[src/tncs_pkg.sv]
// shared types and constants for the tactile node calibrate and scale block
`timescale 1ns / 1ps
package tncs_pkg;

    // field widths
    localparam int ACTION_W  = 3;
    localparam int NODE_W    = 10;
    localparam int SAMPLE_W  = 12;
    localparam int PKT_POS_W = 8;
    localparam int PKT_SZ_W  = 9;

    // wide product of a clipped offset and full scale
    localparam int PROD_W = 2 * SAMPLE_W;

    // node index zero-extended to the widest table address
    localparam int NODE_EXT_W = 12;

    // configuration port
    localparam int CFG_W       = 9;
    localparam int CFG_INDEX_W = 1;
    localparam logic [CFG_INDEX_W-1:0] CFG_USE_CAL      = 1'd0;
    localparam logic [CFG_INDEX_W-1:0] CFG_PACKET_NODES = 1'd1;

    // action codes
    localparam logic [ACTION_W-1:0] ACT_SCAN      = 3'd0;
    localparam logic [ACTION_W-1:0] ACT_TRACK_MAX = 3'd1;
    localparam logic [ACTION_W-1:0] ACT_TRACK_MIN = 3'd2;
    localparam logic [ACTION_W-1:0] ACT_CLEAR_MAX = 3'd3;
    localparam logic [ACTION_W-1:0] ACT_CLEAR_MIN = 3'd4;

    // top of the scaled range, also the cleared min entry
    localparam logic [SAMPLE_W-1:0] FULL_SCALE = 12'd3072;

    // largest packet size
    localparam logic [PKT_SZ_W-1:0] PKT_SZ_MAX = 9'd256;

    // input transaction
    typedef struct packed {
        logic [ACTION_W-1:0] action;
        logic [NODE_W-1:0]   node_index;
        logic [SAMPLE_W-1:0] adc_reading;
    } in_item_t;

    // result transaction
    typedef struct packed {
        logic [SAMPLE_W-1:0] pressure_value;
        logic                packet_first;
        logic                packet_last;
    } out_item_t;

    // classified item handed from front to back
    typedef struct packed {
        logic [ACTION_W-1:0] action;
        logic                in_range;
        logic [NODE_W-1:0]   node_index;
        logic [SAMPLE_W-1:0] adc_reading;
        logic                packet_first;
        logic                packet_last;
    } q_item_t;

endpackage

[src/tncs_front.sv]
// front end: accepts readings, checks the node range and tracks packet position
`timescale 1ns / 1ps
module tncs_front #(
    parameter int NODE_COUNT = 1024
) (
    input  logic                             aclk,
    input  logic                             aresetn,
    input  logic                             s_valid,
    output logic                             s_ready,
    input  tncs_pkg::in_item_t               s_payload,
    input  logic [tncs_pkg::PKT_SZ_W-1:0]    packet_nodes,
    input  logic                             clear_busy,
    input  logic                             q_full,
    output logic                             q_push,
    output tncs_pkg::q_item_t                q_data
);
    import tncs_pkg::*;

    logic [PKT_POS_W-1:0] pos_reg;
    logic [PKT_POS_W-1:0] pos_next;
    logic [PKT_SZ_W-1:0]  pkt_size;
    logic                 first;
    logic                 last;

    // accept only when the tables are ready and the queue has room
    assign s_ready = !clear_busy && !q_full;
    assign q_push  = s_valid && s_ready;

    // packet size held to 1..256
    always_comb begin
        if (packet_nodes == '0) begin
            pkt_size = PKT_SZ_W'(1);
        end else if (packet_nodes > PKT_SZ_MAX) begin
            pkt_size = PKT_SZ_MAX;
        end else begin
            pkt_size = packet_nodes;
        end
    end

    // packet boundary flags
    assign first    = (pos_reg == '0);
    assign last     = ({1'b0, pos_reg} >= (pkt_size - PKT_SZ_W'(1)));
    assign pos_next = last ? '0 : pos_reg + PKT_POS_W'(1);

    // classified queue entry
    always_comb begin
        q_data.action       = s_payload.action;
        q_data.in_range     = ({3'b000, s_payload.node_index} < 13'(NODE_COUNT));
        q_data.node_index   = s_payload.node_index;
        q_data.adc_reading  = s_payload.adc_reading;
        q_data.packet_first = first;
        q_data.packet_last  = last;
    end

    // packet position counter
    always_ff @(posedge aclk) begin
        if (!aresetn) begin
            pos_reg <= '0;
        end else if (q_push) begin
            pos_reg <= pos_next;
        end
    end

endmodule

[config.mk]
export PLATFORM = sky130hd
export DESIGN_NAME = tncs_front
export DESIGN_NICKNAME = d
export VERILOG_FILES = /design/src/tncs_pkg.sv /design/src/tncs_front.sv
export SDC_FILE = /design/constraint.sdc
export NUM_CORES = 1
export LEC_CHECK = 0
export BUFFER_PORTS_ARGS = -buffer_cell sky130_fd_sc_hd__buf_2
export CORE_ASPECT_RATIO = 0.8
export CORE_UTILIZATION = 46
export CTS_CLUSTER_SIZE = 8
export DETAILED_ROUTE_END_ITERATION = 10
export PLACE_DENSITY = 0.94
export SETUP_SLACK_MARGIN = 0.5
export SYNTH_ARGS = -nofsm -noshare
export SYNTH_HDL_FRONTEND = slang
export SYNTH_SLANG_ARGS = --single-unit
[constraint.sdc]
create_clock -name aclk -period 10.49 [get_ports aclk]
set_input_delay 2.098 -clock aclk [delete_from_list [all_inputs] [get_ports aclk]]
set_output_delay 2.098 -clock aclk [all_outputs]
set_load 0.05 [all_outputs]
; ---- Yosys cells after proc, flatten, opt, wreduce, memory -nomap -nowiden
; Cells that the tools add are included.
[totals]
reg_bits = 8
in_bits = 39
out_inout_bits = 30
elab_cells = 14
[op_classes]
add_sub_neg = 2
order_cmp = 2
muxes = 3
n_reduce_logical = 6
[op_table]
columns = op, count
row1 = $mux 9, 2
row2 = $ge 8x9->1, 1
row3 = $gt 9x9->1 const B, 1
row4 = $logic_not 9->1, 1
row5 = $sub 9x1->9 const B, 1
row6 = $add 8x1->8 const B, 1
row7 = $logic_not 8->1, 1
row8 = $mux 8, 1
row9 = $logic_and 1x1->1, 2
row10 = $logic_not 1->1, 2

; ---- Depth between registers and ports, before layout
; Gate-level depths: netlist (run 1).
[depth]
ltp_word = 6
mapped_depth = 14
depth_no_buf = 13

; ---- Worst setup path before layout (run 1)
; OpenSTA, ideal clock, no wires.
[synth_path]
kind = input-to-output
from = input port packet_nodes[6] (netlist bit)
to = output port q_data[0] (netlist bit)
t_arrival_ns = 4.869
required_time_ns = 8.392
slack_ns = 3.523
stages = 13
n_path_buf = 2
path_cell_list = or4_4 nor2_4 a21oi_1 or2_1 ha_1 clkbuf_1 o21ai_0 a22oi_1 ha_1 and3_1 nand4_1 a21oi_4 buf_4
[synth_between]
elab_chain_len = 5
elab_cells_between_ends = 6
classes_between = 1 x add/sub / 2 x order compare / 2 x mux / 1 x reduce/logical
[synth_rtl]
columns = item, line
row1 = from (decl), tncs_front.sv:11  ; input logic [tncs_pkg::PKT_SZ_W-1:0] packet_nodes,
row2 = $gt 9x9->1, tncs_front.sv:33  ; end else if (packet_nodes > PKT_SZ_MAX) begin
row3 = $mux 9, tncs_front.sv:33
row4 = $mux 9 *, tncs_front.sv:31  ; if (packet_nodes == '0) begin
row5 = $sub 9x1->9 *, tncs_front.sv:42  ; assign last = ({1'b0, pos_reg} >= (pkt_size - PKT_SZ_W'(1)));
row6 = $ge 8x9->1 *, tncs_front.sv:42
row7 = to (decl), tncs_front.sv:15  ; output tncs_pkg::q_item_t q_data
; Every way passes the cells marked *; elsewhere a longest branch is shown, timed or not.

==> results.cfg, run 1 <==
[routing]
ant_nets = 0
drt_wl_total_mm = 2.11
via_per_inst = 6.08
drc = 0
drt_iter0_drc = 18
first_pass_iters = 4
num_vias = 864
wl_per_cell_um = 14.9

[cts]
clockRootBuffer = clkbuf_4
clock_path_buffers = 2
path_clk_slew_ps = 60
hold_buffers = 0
h-tree-depth = 1
clkSinkCount = 8
cts_resized = 0
postCtsSetupBuffers = 0
clk_latency_ps = 270
numCtsBuffers = 3
cts_tree = done

[worst_setup_path]
worst-setup-path-type = in2out
reg2regPathDepth = 5
endpoint_kind = output pin
cp-start-kind = input pin
cp.arrival_ps = 5220
required_ps = 8390
worst-r2r-setup-slack_ps = 8660
crit_fanout = 9

[finish]
synthToLayoutAreaGrowth_pct = -7.74
fin_nets = 169
antenna_cells = 0
largest_reg_flops = 8
drive_gt1_share_pct = 25.6

[synth]
ys_ff_latch = 8
synth_area_leaders = buf_4 20%, dfxtp_1 15%, ha_1 13%
postSynthCellCount = 128
synth_top_family_by_area = compound AO/OA/AOI/OAI gates
ys_async_sr_fraction_pct = 0
synth_top_area_share_pct = 19.7
netlist_area_um2 = 1070
synth-edff-count = 0
synthAdderAreaFrac_pct = 12.9
yosysSeqAreaShare_pct = 15.0
synth_largest_area_cell = buf_4
synthMuxAreaShare_pct = 0
synth.most_common_cell = buf_4
ys.warnings.count = 0
synth_nets = 178
syn-mean-instance-area_um2 = 8.34
synth_xor_xnor_area_share_pct = 2.46
synth_commonest_cells = 28 x buf_4, 11 x ha_1, 8 x dfxtp_1, 8 x nand3_1, 6 x o21ai_0
synth.distinct_cells = 42
synth_flop_cell = dfxtp_1
synth-simple-area-share_pct = 21.2
synth_compound_area_share_pct = 25.9

[pwr]
p_clk_share_pct = 32.4
swShare_pct = 33.1
irDropWorstVdd_v = 0.0000693
p_int_uw = 51.8
comb_power_share_pct = 27.7
power_density_nw_per_um2 = 78.7
p_leak_uw = 0.000412
pwr-share-seq_pct = 39.9
power.switching_uw = 25.7

[floorplanning]
start_util_pct = 49.0
coreArea_um2 = 2180
die_h_um = 45.1
ioPinCount = 69
chipWidth_um = 55.9
placement_rows = 15
die_area_um2 = 2520

[timing]
fin_crit_ps = 7320
finalSetupViolCount = 0
fin_tns_setup_ps = 0
finalHoldWorstSlack_ps = 503
slew_violations = 0
hold_viol = 0
rsz0062_at_grt = false
timing.fmax_mhz = 137
clock_skew_ps = 11.1
post-route-period-util_pct = 69.8

[global_route]
grt_max_degree = 20
grt_pass1_wl_mm = 3.65
grt_pass1_vias = 882
antenna_found_initial = 0
grt_use_total_pct = 18.7
gr-total-overflow = 0

[place]
place_congestion = 0.785
dpl.hpwl_mm = 1.70
port_buffers = 17

[run]
maxCapViolCount = 0

[worst_hold_path]
hold_class = reg2reg
whs_path_depth = 2

[status]
status = finished, final reports clean
==> routing by layer <==
layer  track usage, %  routed length (um)
met1             18.5                 809
met2             33.3                1070
met3             6.88                 166
met4             14.6                  68
met5                0                   0
==> metrics by stage <==
stage               worst slack [ps]  utilization (%)  power, uW  area [um2]  std cells
detailed placement              3170             44.2       53.0         962        139
global placement                3300             44.2       51.8         962        139
finish                          3170             45.2       77.5         985        142
CTS                             3170             45.2       79.2         985        142
floorplan                       3520                -       72.4        1070        128
global route                    2920             45.2       82.7         985        142
==> power by group through the flow <==
stage	combinational, uW	sequential, uW	clock, uW
2_1_floorplan	40.9	31.5	0
3_3_place_gp	20.3	31.6	0
3_5_place_dp	21.5	31.6	0
4_1_cts	21.5	30.9	26.7
5_1_grt	24.2	30.9	27.6
6_report	21.5	30.9	25.1
==> worst max-delay path, cell delays in order <==
cell and delay [ps]:
buf_2 110, or4_4 570, nor2_4 130, a21oi_1 70, or2_1 250, ha_1 300
o21ai_0 210, a22oi_1 130, ha_1 310, and3_1 220, nand4_1 160, a21oi_4 330
buf_2 330
==> kinds of logic after synthesis <==
| group | after synthesis |
|---|---|
| AND/OR/NAND/NOR | 39 |
| buffers and inverters | 35 |
| AO/OA/AOI/OAI | 31 |
| adder cells (fa/ha/maj) | 11 |
| flip-flops | 8 |
| XOR/XNOR | 3 |
| other | 1 |
==> cell type report <==
type / instances / area (um2)
clock buffers: 3 / 22.5
fillers: 215 / 1190
inverters: 4 / 15.0
multi-input cells: 85 / 671
flip-flops and latches: 8 / 160
well taps: 25 / 31.3
repair buffers: 17 / 85.1
==> worst paths after layout <==
check                             endpoint             from
worst min register to register  pos_reg[0]       pos_reg[0]
worst max-delay path             q_data[0]  packet_nodes[6]
worst max register to register  pos_reg[3]       pos_reg[4]
worst min-delay path            pos_reg[0]       pos_reg[0]
==> placed cells by master (no fill, tap or decap), types with 5 or more instances in the layout <==
cell type  netlist  final
a211oi_1         5      5
buf_2            0     17
ha_1            11     11
nand3_1          8      8
dfxtp_1          8      8
nor2_1           5      5
o21ai_0          6      6
Power figures use the tool's default switching activity.
==> inputs of run 2 (changes only) <==
--- a/config.mk
+++ b/config.mk
@@ -5,12 +5,13 @@
 export SDC_FILE = /design/constraint.sdc
 export NUM_CORES = 1
 export LEC_CHECK = 0
+export ABC_AREA = 1
 export BUFFER_PORTS_ARGS = -buffer_cell sky130_fd_sc_hd__buf_2
 export CORE_ASPECT_RATIO = 0.8
-export CORE_UTILIZATION = 46
+export CORE_UTILIZATION = 42
 export CTS_CLUSTER_SIZE = 8
 export DETAILED_ROUTE_END_ITERATION = 10
-export PLACE_DENSITY = 0.94
+export PLACE_DENSITY = 0.88
 export SETUP_SLACK_MARGIN = 0.5
 export SYNTH_ARGS = -nofsm -noshare
 export SYNTH_HDL_FRONTEND = slang
==> constraint.sdc (replaced) <==
create_clock -name aclk -period 7.2 [get_ports aclk]
set_input_delay 1.44 -clock aclk [delete_from_list [all_inputs] [get_ports aclk]]
set_output_delay 1.44 -clock aclk [all_outputs]
set_load 0.05 [all_outputs]
==> results.cfg, run 2 <==
[status]
status = finished, violations left
failed_checks = design-rule violations

[run]
maxCapViolCount = 0

[timing]
finalSetupViolCount = 0
hold_viol = 0
post-route-period-util_pct = 75.8
fin_tns_setup_ps = 0
rsz0062_at_grt = false
timing.fmax_mhz = 183
clock_skew_ps = 2.31
slew_violations = 0
finalHoldWorstSlack_ps = 532
fin_crit_ps = 5450

[finish]
antenna_cells = 0
stdcell_count = 175
postLayoutCoreUtil_pct = 43.3
synthToLayoutAreaGrowth_pct = -6.82
layout_common_cells = 28 x nand2_1, 20 x nor2_1, 18 x inv_1, 17 x buf_2, 12 x xor2_1
layout_commonest_cell = nand2_1
drive_gt1_share_pct = 20.0
largest_reg_flops = 8
fin_nets = 202

[floorplanning]
placement_rows = 15
coreArea_um2 = 2250
start_util_pct = 46.4
ioPinCount = 69
chipWidth_um = 57.8
die_area_um2 = 2700
die_h_um = 46.6

[synth]
synth.distinct_cells = 21
ys_ff_latch = 8
syn-mean-instance-area_um2 = 6.62
netlist_area_um2 = 1050
synth_nets = 208
ys_async_sr_fraction_pct = 0
synth_largest_area_cell = buf_4
postSynthCellCount = 158
synth_area_leaders = buf_4 20%, dfxtp_1 15%, ha_1 13%
synth_flop_cell = dfxtp_1
synth_commonest_cells = 28 x buf_4, 28 x nand2_1, 20 x nor2_1, 18 x inv_1, 12 x xor2_1
synth-edff-count = 0
yosysSeqAreaShare_pct = 15.3
ys.warnings.count = 0
synth_top_area_share_pct = 20.1

[cts]
clk_latency_ps = 270
hold_buffers = 0
clock_path_buffers = 2
path_clk_slew_ps = 50
cts_tree = done
postCtsSetupBuffers = 0
h-tree-depth = 1
clkSinkCount = 8
numCtsBuffers = 3
clockRootBuffer = clkbuf_4
cts_resized = 0

[place]
dpl.hpwl_mm = 1.54
place_congestion = 0.817
numPlacedInstances = 172
port_buffers = 17

[pwr]
power_density_nw_per_um2 = 121
irDropWorstVdd_v = 0.000109
p_leak_uw = 0.000513

[worst_setup_path]
reg2regPathDepth = 12
crit_fanout = 5
worstPathCellList = buf_2 -> nor2_1 -> nand2_1 -> o21ai_1 -> o21ai_0 -> ha_1 -> nand3_2 -> nor3_1 -> xor2_1 -> ha_1 -> nand2_1 -> nor3_1 -> nand2_1 -> nand3_1 -> nand2_1 -> inv_1 -> buf_2
worst-r2r-setup-slack_ps = 5600
cp-start-kind = input pin
crit_slowest_cell = ha_1
critPathTopFamily = simple AND/OR/NAND/NOR gates
critical-path-max-stage-delay_ps = 300
cp.arrival_ps = 4010
crit_top_cell = nand2_1
endpoint_kind = output pin
worst-setup-path-type = in2out
r2r_end = pos_reg[4]
worst-path-buf-inv = 3
r2r_start = pos_reg[4]
required_ps = 5760

[worst_hold_path]
whs_path_depth = 2
hold_class = reg2reg
min_to = pos_reg[1]
hold_start = pos_reg[1]

[global_route]
grt_pass1_vias = 711
gr-total-overflow = 0
grt_max_degree = 7
grt_pass1_wl_mm = 2.96
grt_use_total_pct = 15.0
antenna_found_initial = 0

[routing]
ant_nets = 0
first_pass_iters = 8
via_per_inst = 5.02
drt_iter0_drc = 23
drt_wl_total_mm = 1.93
wl_per_cell_um = 11.0
drc = 1
num_vias = 879
## run 2: changes by cell type after synthesis, sizes merged, moves of 5 or more
cell	delta
a211oi	-5
inv	+16
nand2	+30
nor2	+15
xor2	+10
## run 2: per-stage QoR
step           worst slack [ps]  instance area, um2  power (uW)
6_report                   1750                 975         118
5_1_grt                    1480                 975         125
4_1_cts                    1760                 975         118
3_5_place_dp               1770                 952        81.9
3_3_place_gp               1930                 952        80.8
2_1_floorplan              2240                1050         110
## run 2: worst max-delay path by stage
stage,from,endpoint,slack [ps],cells past startpoint
after floorplan,packet_nodes[3],q_data[0],2240,16
after global placement,packet_nodes[2],q_data[0],1930,17
after detailed placement,packet_nodes[3],q_data[0],1770,17
after CTS,packet_nodes[3],q_data[0],1760,17
after global routing,packet_nodes[5],q_data[0],1480,17
final,packet_nodes[3],q_data[0],1750,17
## run 2: final cells by class
class                      count  area, um2
clock buffer                   3       22.5
fill                         237       1280
inverter                      20       75.1
multi-input combinational    102        601
sequential                     8        160
tap                           25       31.3
timing repair buffer          17       85.1
## run 2: per-layer routing
layer | GRT usage [%] | routed length [um] | vias up
met3 | 4.21 | 141 | 5
li1 | - | - | 449
met2 | 24.7 | 846 | 35
met4 | 6.19 | 25 | 0
met1 | 18.9 | 912 | 390
met5 | 0 | 0 | -
## run 2: kinds of logic after synthesis
family	count (synthesis)	synth area share [%]
simple gates	69	29.5
buf+inv	48	27.3
xor+xnor	12	10.0
fa+ha+maj	11	13.2
compound gates	9	4.30
flops	8	15.3
other cells	1	0.359
## run 2: report_power, final
part	total [uW]	internal, uW	leakage, uW	switching [uW]
sequential	45.2	44.7	0.0000645	0.531
clock	36.8	19.2	0.0000138	17.6
combinational	35.9	12.6	0.000435	23.3
## run 2: tightest hold or removal path, delay by kind of cell (launching register included)
kind	cells	cell delay (ps)
AND/OR/NAND/NOR	1	80
AO/OA/AOI/OAI	1	60
flip-flops	1	350
