**config.mk**
```make
export PLATFORM = sky130hd
export DESIGN_NAME = tncs_queue
export DESIGN_NICKNAME = d
export VERILOG_FILES = /design/src/tncs_pkg.sv /design/src/tncs_queue.sv
export SDC_FILE = /design/constraint.sdc
export NUM_CORES = 1
export LEC_CHECK = 0
export ABC_CLOCK_PERIOD_IN_PS = 2200
export BUFFER_PORTS_ARGS = -buffer_cell sky130_fd_sc_hd__clkbuf_2
export CAP_MARGIN = 5
export CORE_ASPECT_RATIO = 0.5
export CORE_UTILIZATION = 25
export CTS_CLUSTER_DIAMETER = 80
export DETAILED_ROUTE_END_ITERATION = 12
export GPL_ROUTABILITY_DRIVEN = 0
export GPL_TIMING_DRIVEN = 0
export PLACE_DENSITY = 0.4
export SETUP_SLACK_MARGIN = 0.05
export SYNTH_ARGS = -nofsm -noshare
export SYNTH_HDL_FRONTEND = slang
export SYNTH_SLANG_ARGS = --single-unit
```
**constraint.sdc**
```tcl
create_clock -name aclk -period 2.2 [get_ports aclk]
set_input_delay 0.33 -clock aclk [delete_from_list [all_inputs] [get_ports aclk]]
set_output_delay 0.33 -clock aclk [all_outputs]
set_load 0.01 [all_outputs]
```
**src/tncs_pkg.sv**
```systemverilog
// shared types and constants for the tactile node calibrate and scale block
`timescale 1ns / 1ps
package tncs_pkg;

    // field widths
    localparam int ACTION_W  = 3;
    localparam int NODE_W    = 10;
    localparam int SAMPLE_W  = 12;
    localparam int PKT_POS_W = 8;
    localparam int PKT_SZ_W  = 9;

    // wide product of a clipped offset and full scale
    localparam int PROD_W = 2 * SAMPLE_W;

    // node index zero-extended to the widest table address
    localparam int NODE_EXT_W = 12;

    // configuration port
    localparam int CFG_W       = 9;
    localparam int CFG_INDEX_W = 1;
    localparam logic [CFG_INDEX_W-1:0] CFG_USE_CAL      = 1'd0;
    localparam logic [CFG_INDEX_W-1:0] CFG_PACKET_NODES = 1'd1;

    // action codes
    localparam logic [ACTION_W-1:0] ACT_SCAN      = 3'd0;
    localparam logic [ACTION_W-1:0] ACT_TRACK_MAX = 3'd1;
    localparam logic [ACTION_W-1:0] ACT_TRACK_MIN = 3'd2;
    localparam logic [ACTION_W-1:0] ACT_CLEAR_MAX = 3'd3;
    localparam logic [ACTION_W-1:0] ACT_CLEAR_MIN = 3'd4;

    // top of the scaled range, also the cleared min entry
    localparam logic [SAMPLE_W-1:0] FULL_SCALE = 12'd3072;

    // largest packet size
    localparam logic [PKT_SZ_W-1:0] PKT_SZ_MAX = 9'd256;

    // input transaction
    typedef struct packed {
        logic [ACTION_W-1:0] action;
        logic [NODE_W-1:0]   node_index;
        logic [SAMPLE_W-1:0] adc_reading;
    } in_item_t;

    // result transaction
    typedef struct packed {
        logic [SAMPLE_W-1:0] pressure_value;
        logic                packet_first;
        logic                packet_last;
    } out_item_t;

    // classified item handed from front to back
    typedef struct packed {
        logic [ACTION_W-1:0] action;
        logic                in_range;
        logic [NODE_W-1:0]   node_index;
        logic [SAMPLE_W-1:0] adc_reading;
        logic                packet_first;
        logic                packet_last;
    } q_item_t;

endpackage

```
**src/tncs_queue.sv**
```systemverilog
// two-entry queue between front and back
`timescale 1ns / 1ps
module tncs_queue (
    input  logic              aclk,
    input  logic              aresetn,
    input  logic              push,
    input  tncs_pkg::q_item_t push_data,
    output logic              full,
    input  logic              pop,
    output tncs_pkg::q_item_t head,
    output logic              empty
);
    import tncs_pkg::*;

    q_item_t     slot_reg [2];
    logic        wr_ptr_reg;
    logic        rd_ptr_reg;
    logic [1:0]  count_reg;

    assign full  = (count_reg == 2'd2);
    assign empty = (count_reg == 2'd0);
    assign head  = slot_reg[rd_ptr_reg];

    // entry storage
    always_ff @(posedge aclk) begin
        if (push) begin
            slot_reg[wr_ptr_reg] <= push_data;
        end
    end

    // pointers and fill count
    always_ff @(posedge aclk) begin
        if (!aresetn) begin
            wr_ptr_reg <= 1'b0;
            rd_ptr_reg <= 1'b0;
            count_reg  <= 2'd0;
        end else begin
            if (push) begin
                wr_ptr_reg <= !wr_ptr_reg;
            end
            if (pop) begin
                rd_ptr_reg <= !rd_ptr_reg;
            end
            if (push && !pop) begin
                count_reg <= count_reg + 2'd1;
            end else if (pop && !push) begin
                count_reg <= count_reg - 2'd1;
            end
        end
    end

endmodule

```
== Yosys cells after proc, flatten, opt, wreduce, memory -nomap -nowiden ==
Memories as Yosys holds them, arrays and structs flattened. A register that Yosys moved wholly into a read port is not among the register bits.
Index checks and enable logic that the tools add are counted.
Storage, ports and cells
  register bits: 4
  memories: 1
  ROM bits: 0
  word-level logic and storage cells: 21
  memory bits (writable): 56
  latch bits: 0
Cells by class
  equality and inequality tests: 1
  shifts and indexed selects: 0
  reductions and logical operators: 8
  div/mod/pow operators: 0
  $add $sub $neg: 2
  bitwise gates (word level): 0
  multiply operators: 0
  muxes and demuxes: 6
  magnitude comparators: 0
Memory list
  slot_reg: depth 2, bits a word 28, read ports 1, clocked after Yosys merged registers in 1, write ports 1, line tncs_queue.sv:15  | q_item_t slot_reg [2];
Operators by type and width (count)
  $logic_not A1 Y1: 4
  $mux W1: 4
  $mux W2: 2
  $add A2 B1 Y2 const B: 1
  $eq A2 B2 Y1 const B: 1
  $logic_and A1 B1 Y1: 2
  $logic_not A2 Y1: 1
  $reduce_bool A2 Y1: 1
  $sub A2 B1 Y2 const B: 1

== Depth between registers and ports, before layout ==
Gate-level depths: netlist of the first run.
  depth after elaboration: 4
  depth in mapped cells: 5

== Least setup slack after synthesis of the first run ==
OpenSTA, ideal clock, no wires.
  path kind: input -> register
  from: input push
  to: memory slot_reg[0][0] (netlist bit) (enable)
  library setup time: 418 ps
  stages: 1
  setup slack: 145 ps
  required time: 1782 ps
  arrival time: 1638 ps
  cells stage by stage: nor2b_1
On the way
  word-level cells in the longest chain between the ends: 2
RTL lines
  start, declared: line tncs_queue.sv:6  | input logic push,
  $mux W1: line tncs_queue.sv:26  | if (push) begin
  $mux W1 (implied by the code): line tncs_queue.sv:27  | slot_reg[wr_ptr_reg] <= push_data;
  end, declared: line tncs_queue.sv:15
No other way between the ends.

==> results.json, run 1 <==
{
  "ys_warn_count": 0,
  "path_class": "reg -> out",
  "post_cts_resized": 0,
  "cp_max_fo": 10,
  "async_flop_share_pct": 0,
  "cts_hold_buffers": 0,
  "overflow": 0,
  "clk_path_buf_depth": 2,
  "track_usage_pct": 9.61,
  "drive_above_1_share_pct": 56.7,
  "clock-root-buffer": "clkbuf_16",
  "vias": 1182,
  "skew_ns": 0.00404,
  "synth_top_area_cell": "edfxtp_1",
  "coreArea_sq_um": 8350,
  "die-area_sq_um": 9380,
  "slew_viol_final": 0,
  "place_inst": 283,
  "clock.fmax_ghz": 0.530,
  "cp.required_ns": 1.87,
  "syn_inst": 109,
  "critPathArrivalTime_ns": 1.56,
  "critical_path.startpoint_type": "register",
  "grt_pass1_vias": 1149,
  "rrSetupSlack_ns": 0.79,
  "status": "finished, final reports clean",
  "slew_headroom_pct": 50.0,
  "start_util_pct": 26.9,
  "final.min_clock_period_ns": 1.89,
  "drt_pass1_iterations": 4,
  "finalSetupViolations": 0,
  "ys_top_cells_by_area": "edfxtp_1, mux2_2, dfxtp_1, and2_1, buf_6",
  "synthDistinctLibCells": 17,
  "netlist_area_sq_um": 2240,
  "p_sw_uw": 594,
  "routed_wirelength_mm": 3.95,
  "largest_register_ffs": 56,
  "synth_commonest_cells": "edfxtp_1, mux2_2, dfxtp_1, and2_1",
  "synth_top_area_share_pct": 75.0,
  "final_antenna_net_count": 0,
  "fp.dieH_um": 69.0,
  "powerDensity_nw_per_um2": 963,
  "vias_per_cell": 3.95,
  "end_kind": "output port",
  "yosysSeqAreaShare_pct": 79.4,
  "hpwlAfterDp_mm": 2.50,
  "fin_hold_ws_ns": 0.194,
  "clk_latency_ns": 0.32,
  "cts_tree": "yes",
  "synth-edff-count": 56,
  "antenna_found_initial": 0,
  "cts_setup_buffers": 0,
  "drc": 0,
  "syn_avg_cell_area_sq_um": 20.6,
  "num_rows": 23,
  "swShare_pct": 20.7,
  "grt_pass1_wl_mm": 5.84,
  "fin_ws_ns": 0.315,
  "drtIter0Drc": 43,
  "max_slew.worst_pin.slew_ns": 0.749,
  "nets": 215,
  "synthesis.nets": 142,
  "cts_buffers": 9,
  "antenna_cells": 0,
  "ys_seq_elements": 61,
  "grt_max_degree": 29,
  "grt_setup_unrepaired": "no",
  "die_w_um": 136,
  "final_cells": 299,
  "io_buffers": 61,
  "ir_drop_v": 0.000391,
  "setup-tns-final_ns": 0,
  "synth.most_common_cell": "edfxtp_1",
  "cts_max_level": 3,
  "preCtsSetupSlack_ns": 0.606,
  "area_growth_pct": 32.8,
  "p_clk_share_pct": 42.8,
  "clkTransAtPathRegs_ns": 0.05,
  "finalHoldViolations": 0,
  "final_core_util_pct": 35.7,
  "routedWlPerCell_um": 13.2,
  "comb_power_share_pct": 9.9,
  "p_leak_nw": 1.14,
  "clock-sinks": 61,
  "boundaryPins": 62,
  "p_int_mw": 2.27,
  "synthFlopType": "edfxtp_1",
  "fill_cells": 847,
  "hp-class": "in -> reg",
  "p_seq_share_pct": 47.3,
  "post-route-period-util_pct": 85.7,
  "maxCapViolCount": 0
}
power by group through the flow:
| stage | Combinational (mW) | Sequential, mW | Clock [mW] |
|---|---|---|---|
| final | 0.284 | 1.36 | 1.23 |
| after global routing | 0.315 | 1.36 | 1.34 |
| after CTS | 0.294 | 1.36 | 1.26 |
| after detailed placement | 0.293 | 1.38 | 0 |
| after global placement | 0.281 | 1.38 | 0 |
| after floorplan | 0.165 | 1.38 | 0 |
layout make-up:
class                   instances  area (sq um)  area share (%)
plain buffers                   3          27.5           0.924
clock buffers                  16           262            8.78
inverters                       1          3.75           0.126
multi-input cells              44           439            14.7
flip-flops and latches         61          1780            59.8
well taps                     112           140            4.70
repair buffers                 62           325            10.9
path summary, 6_finish.rpt:
path                                  start                   endpoint  cells after the start
setup reg to reg    wr_ptr_reg$_SDFFE_PN0P_  slot_reg[1][14]$_DFFE_PP_                      1
setup / recovery                   register                   head[17]                      4
hold reg to reg   count_reg[1]$_SDFFE_PN0P_  count_reg[1]$_SDFFE_PN0P_                      2
hold / removal                push_data[12]  slot_reg[0][12]$_DFFE_PP_                      1
per-stage QoR:
stage	power [mW]	cell area, sq um
final	2.87	2980
after CTS	2.92	2980
after floorplan	1.54	2240
after global placement	1.66	2690
after detailed placement	1.67	2720
after global routing	3.01	2980
placed cells by master (no fill, tap or decap):
master	synthesis	final
nor2_1	1	1
or3_1	1	1
o21ai_0	1	1
and2_2	0	1
dfxtp_1	5	5
and2b_2	1	1
clkbuf_1	0	6
nor2b_4	0	1
buf_12	0	1
buf_6	2	2
clkbuf_16	0	9
and2_1	4	3
mux2_2	28	28
xor2_1	2	2
a21boi_1	1	1
buf_2	1	1
nor2b_1	2	1
inv_1	1	1
o21a_1	1	1
xnor2_1	1	1
ha_1	1	1
edfxtp_1	56	56
clkbuf_8	0	1
clkbuf_2	0	61
logic make-up (layout without fill, tap and decap cells):
group | after synthesis | count (layout) | share of synthesized area, %
AOI/OAI and AO/OA | 3 | 3 | 0.892
xor gates and xnor gates | 3 | 3 | 1.17
adders and majority gates | 1 | 1 | 0.558
buffers and inverters | 4 | 82 | 1.39
DFF | 61 | 61 | 79.4
muxes | 28 | 28 | 14.1
and+or+nand+nor | 9 | 9 | 2.51
routing by layer:
layer / wire [um] / track usage (%) / vias to the layer above
li1: - / - / 573
met1: 1590 / 9.59 / 570
met2: 2000 / 15.4 / 33
met3: 300 / 6.51 / 6
met4: 53 / 5.42 / 0
met5: 0 / 0 / -
worst max-delay path: stages (launching register included):
cell,delay (ns)
dfxtp_1,0.30
buf_2,0.25
buf_6,0.20
mux2_2,0.35
clkbuf_2,0.13
Note: power is estimated with default switching activity, not from simulation.
==> inputs of run 2 (changes only) <==
Settings changed: CELL_PAD_IN_SITES_DETAIL_PLACEMENT from default to 1, CELL_PAD_IN_SITES_GLOBAL_PLACEMENT from default to 1, PLACE_DENSITY 0.4 to 0.46, REMOVE_ABC_BUFFERS from default to 1.
==> run 2 against run 1 <==
Compared with the run above: cell count is 1.0% lower; routed wire length grew 4.8%; via count decreased by 0.34%; critical path type unchanged; sequential power is essentially flat; worst hold slack improved by 0.00056 ns; die area is the same; setup slack got worse by 0.038 ns; total power is essentially flat; clock power about the same.
==> results.json, run 2 (same netlist as run 1, synthesis figures left out) <==
{
  "status": "finished, final reports clean",
  "clk_path_buf_depth": 2,
  "grt_setup_unrepaired": "no",
  "final_common_cell": "clkbuf_2",
  "drive_above_1_share_pct": 56.5,
  "powerDensity_nw_per_um2": 969,
  "hpwlAfterDp_mm": 2.73,
  "boundaryPins": 62,
  "p_int_mw": 2.27,
  "routed_wirelength_mm": 4.14,
  "multi_input_area_sq_um": 439,
  "cp_slowest_cell": "dfxtp_2",
  "drt_pass1_iterations": 4,
  "whs_path_depth": 1,
  "clk_latency_ns": 0.32,
  "coreArea_sq_um": 8350,
  "antenna_cells": 0,
  "drc": 0,
  "final_antenna_net_count": 0,
  "crit_chain": "buf_16, mux2_2, clkbuf_2",
  "comb_power_share_pct": 9.3,
  "critPathArrivalTime_ns": 1.59,
  "swShare_pct": 20.8,
  "ir_drop_v": 0.000384,
  "p_sw_uw": 595,
  "io_buffers": 61,
  "clock-root-buffer": "clkbuf_16",
  "regArea_sq_um": 1780,
  "slew_headroom_pct": 41.9,
  "num_rows": 23,
  "layout_common_cells": "clkbuf_2, edfxtp_1, mux2_2",
  "finalHoldViolations": 0,
  "overflow": 0,
  "p_clk_share_pct": 42.9,
  "max_stage_delay_ns": 0.57,
  "grt_max_degree": 30,
  "cp.required_ns": 1.87,
  "maxCapViolCount": 0,
  "clock-sinks": 61,
  "critical_path.startpoint_type": "register",
  "finalSetupViolations": 0,
  "fill_cells": 881,
  "skew_ns": 0.00464,
  "drtIter0Drc": 34,
  "area_growth_pct": 32.0,
  "cts_tree": "yes",
  "fp.dieH_um": 69.0,
  "vias": 1178,
  "clkTransAtPathRegs_ns": 0.05,
  "path_class": "reg -> out",
  "p_seq_share_pct": 47.8,
  "setup-tns-final_ns": 0,
  "start_util_pct": 26.9,
  "track_usage_pct": 9.76,
  "r2r_cells": 1,
  "die_w_um": 136,
  "cts_hold_buffers": 0,
  "cts_buffers": 9,
  "routedWlPerCell_um": 14.0,
  "antenna_found_initial": 0,
  "vias_per_cell": 3.98,
  "cts_max_level": 3,
  "cp_max_fo": 15,
  "die-area_sq_um": 9380,
  "slew_viol_final": 0,
  "fin_total_pwr_mw": 2.87,
  "post-route-period-util_pct": 87.4,
  "nets": 212,
  "end_kind": "output port",
  "p_leak_nw": 1.13,
  "hp-class": "in -> reg",
  "clock.fmax_ghz": 0.520,
  "max_slew.worst_pin.slew_ns": 0.870,
  "final.min_clock_period_ns": 1.92,
  "grt_pass1_wl_mm": 6.13,
  "grt_pass1_vias": 1289,
  "largest_register_ffs": 56
}
-- run 2: cell count changes in the layout (fill, tap and decap cells not counted) --
cell     delta
buf_2       -1
buf_6       -2
buf_12      -1
dfxtp_1     -1
dfxtp_2     +1
buf_16      +1
-- run 2: power by group through the flow --
stage	Sequential, mW	Combinational, mW	Clock, mW
3_5_place_dp	1.39	0.278	0
3_3_place_gp	1.40	0.250	0
4_1_cts	1.37	0.278	1.27
2_1_floorplan	1.39	0.142	0
5_1_grt	1.38	0.293	1.32
6_report	1.37	0.268	1.23
-- run 2: worst paths after layout --
path,from,endpoint,slack [ns]
setup / recovery,register,head[22],0.28
hold / removal,push_data[20],slot_reg[0][20]$_DFFE_PP_,0.20
setup reg to reg,wr_ptr_reg$_SDFFE_PN0P_,slot_reg[1][6]$_DFFE_PP_,0.77
hold reg to reg,count_reg[1]$_SDFFE_PN0P_,count_reg[1]$_SDFFE_PN0P_,0.52
-- run 2: cell type report --
class,instances,share of cell area (%)
repair buffers,62,11.2
multi-input cells,44,14.8
clock buffers,16,8.83
flip-flops and latches,61,60.2
well taps,112,4.73
inverters,1,0.127
-- run 2: repair_timing --
action / in CTS / in global routing
buffers inserted: 0 / 0
endpoints found under the setup margin: 15 / 0
resized for setup: 1 / 0
-- run 2: metal layers --
| metal | routed length [um] | global-route usage (%) | part of all wire [%] | vias to the layer above |
|---|---|---|---|---|
| met1 | 1560 | 8.80 | 38 | 584 |
| li1 | - | - | - | 558 |
| met4 | 100 | 6.25 | 2.4 | 0 |
| met5 | 0 | 0 | 0 | - |
| met3 | 208 | 5.19 | 5.0 | 11 |
| met2 | 2270 | 17.8 | 55 | 25 |
-- run 2: stage by stage --
stage / hold slack, ns / instance area [sq um] / utilization, % / worst slack (ns) / std cells
after CTS: 0.180 / 2960 / 35.5 / 0.219 / 296
after detailed placement: 0.516 / 2700 / 32.3 / 0.295 / 280
after global routing: 0.180 / 2960 / 35.5 / 0.178 / 296
after floorplan: 0.429 / 2220 / - / 0.145 / 106
final: 0.195 / 2960 / 35.5 / 0.276 / 296
after global placement: 0.483 / 2660 / 31.9 / -0.938 / 279
-- run 2: critical path, delay by kind of cell (launching register included) --
family                 cells  cell delay [ns]
buffers and inverters      2             0.34
flip-flops                 1             0.57
multiplexers               1             0.36
==> inputs of run 3 (changes only) <==
Settings changed: ABC_AREA from default to 1, BUFFER_PORTS_ARGS -buffer_cell sky130_fd_sc_hd__clkbuf_2 to -buffer_cell sky130_fd_sc_hd__buf_4.
==> run 3 against run 2 <==
Compared with the run above: the flow now finishes with violations (DRC); die area rose by 4.7%; register-to-register slack got worse by 0.30 ns; sequential power barely moved; maximum frequency rose by 1.5%; core utilization rose by 0.34 points; clock skew barely moved; worst hold slack improved by 0.0010 ns; critical path type unchanged; critical endpoint is now head[21]; largest cell class unchanged; highest routed layer unchanged.
==> results.json, run 3 <==
{
  "synthMuxAreaShare_pct": 16.6,
  "synth-xor-area-share_pct": 0,
  "vias_per_cell": 3.89,
  "maxCapViolCount": 0,
  "multi_input_area_sq_um": 495,
  "start_util_pct": 26.4,
  "synth_compound_area_share_pct": 0.426,
  "violations": "DRC",
  "grt_setup_unrepaired": "no",
  "setup-tns-final_ns": 0,
  "final_core_util_pct": 35.8,
  "finalSetupViolations": 0,
  "drt_pass1_iterations": 8,
  "path_class": "reg -> out",
  "max_slew.worst_pin.slew_ns": 1.19,
  "fp.dieH_um": 70.6,
  "synthDistinctLibCells": 14,
  "async_flop_share_pct": 0,
  "critical_path.startpoint_type": "register",
  "final.min_clock_period_ns": 1.90,
  "slew_headroom_pct": 20.3,
  "final_antenna_net_count": 0,
  "nets": 225,
  "clock-root-buffer": "clkbuf_16",
  "synth_commonest_cells": "edfxtp_1, mux2_4, nor2_1",
  "num_rows": 24,
  "routedWlPerCell_um": 13.5,
  "synthAdderAreaFrac_pct": 0.532,
  "powerDensity_nw_per_um2": 904,
  "track_usage_pct": 9.79,
  "slew_viol_final": 0,
  "grt_pass1_wl_mm": 6.92,
  "cts_tree": "yes",
  "grt_pass1_vias": 1367,
  "clk_path_buf_depth": 2,
  "die_w_um": 139,
  "syn_avg_cell_area_sq_um": 19.3,
  "cp_max_fo": 20,
  "die-area_sq_um": 9820,
  "synth_top_area_cell": "edfxtp_1",
  "final_common_cell": "buf_4",
  "synthFlopType": "edfxtp_1",
  "synth-edff-count": 56,
  "synth_top_family_by_area": "multiplexers",
  "largest_register_ffs": 56,
  "layout_common_cells": "buf_4, edfxtp_1, mux2_4",
  "synth.most_common_cell": "edfxtp_1",
  "end_kind": "output port",
  "io_buffers": 61,
  "cts_buffers": 9,
  "yosysSeqAreaShare_pct": 75.8,
  "skew_ns": 0.00510,
  "fin_hold_ws_ns": 0.196,
  "ys_warn_count": 0,
  "regArea_sq_um": 1780,
  "antenna_found_initial": 0,
  "clk_latency_ns": 0.32,
  "place_inst": 298,
  "synth-simple-area-share_pct": 3.19,
  "ir_drop_v": 0.000339,
  "hpwlAfterDp_mm": 2.78,
  "antenna_cells": 0,
  "clock-sinks": 61,
  "cp.required_ns": 1.87,
  "grt_max_degree": 29,
  "overflow": 0,
  "area_growth_pct": 35.9,
  "vias": 1223,
  "cts_hold_buffers": 0,
  "dpl_cell_area_sq_um": 2930,
  "ys_seq_elements": 61,
  "finalInstanceArea_sq_um": 3190,
  "fin_ws_ns": 0.304,
  "drtIter0Drc": 65,
  "post-route-period-util_pct": 86.2,
  "cts_max_level": 3,
  "clkTransAtPathRegs_ns": 0.05,
  "status": "finished, violations left",
  "cts_setup_buffers": 0,
  "critPathArrivalTime_ns": 1.57,
  "boundaryPins": 62,
  "clock.fmax_ghz": 0.527,
  "coreArea_sq_um": 8920,
  "post_cts_resized": 0,
  "fill_cells": 922,
  "preCtsSetupSlack_ns": 0.320,
  "routed_wirelength_mm": 4.25,
  "final_cells": 314,
  "drive_above_1_share_pct": 51.8,
  "drc": 2,
  "p_leak_nw": 1.27,
  "synth_top_area_share_pct": 71.5,
  "syn_inst": 122,
  "ys_top_cells_by_area": "edfxtp_1, mux2_4, dfxtp_1, mux2_2, buf_12",
  "netlist_area_sq_um": 2350,
  "hp-class": "in -> reg",
  "fin_total_pwr_mw": 2.89,
  "finalHoldViolations": 0
}
[run 3: cell types whose count changed in the layout (fill, tap and decap cells not counted), sizes merged, moves of 2 or more]
cell,change
and2,-4
buf,+61
nor2,+8
clkbuf,-61
inv,+7
nand2,+8
xor2,-2
nor2b,-2
[run 3: worst paths after layout]
check                          startpoint  slack [ns]                        end  cells past startpoint
setup / recovery                 register        0.30                   head[21]                      3
hold / removal              push_data[24]        0.20  slot_reg[1][24]$_DFFE_PP_                      1
setup reg to reg  wr_ptr_reg$_SDFFE_PN0P_        0.47  slot_reg[1][16]$_DFFE_PP_                      2
hold reg to reg   rd_ptr_reg$_SDFFE_PN0P_        0.50                   register                      2
[run 3: layer usage]
layer | vias to the layer above | GRT usage (%) | wire length, um
li1 | 592 | - | -
met1 | 603 | 10.1 | 1690
met2 | 24 | 17.2 | 2280
met3 | 4 | 4.67 | 228
met4 | 0 | 4.44 | 49
met5 | - | 0 | 0
[run 3: cell families after synthesis]
kind of cell,count (synthesis)
DFF,61
adders and majority gates,1
muxes,28
buffers and inverters,11
AOI/OAI and AO/OA,2
and+or+nand+nor,19
[run 3: power breakdown]
group	switching (mW)	internal [mW]	total, mW
Combinational	0.133	0.175	0.309
Sequential	0.0245	1.34	1.37
Clock	0.420	0.792	1.21
[run 3: final cells by class]
class                      instances  share of cell area, %
clock buffer                      16                   8.19
inverter                           8                  0.940
multi-input combinational         50                   15.5
sequential                        61                   55.8
tap                              117                   4.58
timing repair buffer              62                   15.0
[run 3: critical path, cell delays in order (launching register included)]
cell and delay (ns):
dfxtp_2 0.50, buf_12 0.24, mux2_2 0.36, buf_4 0.14
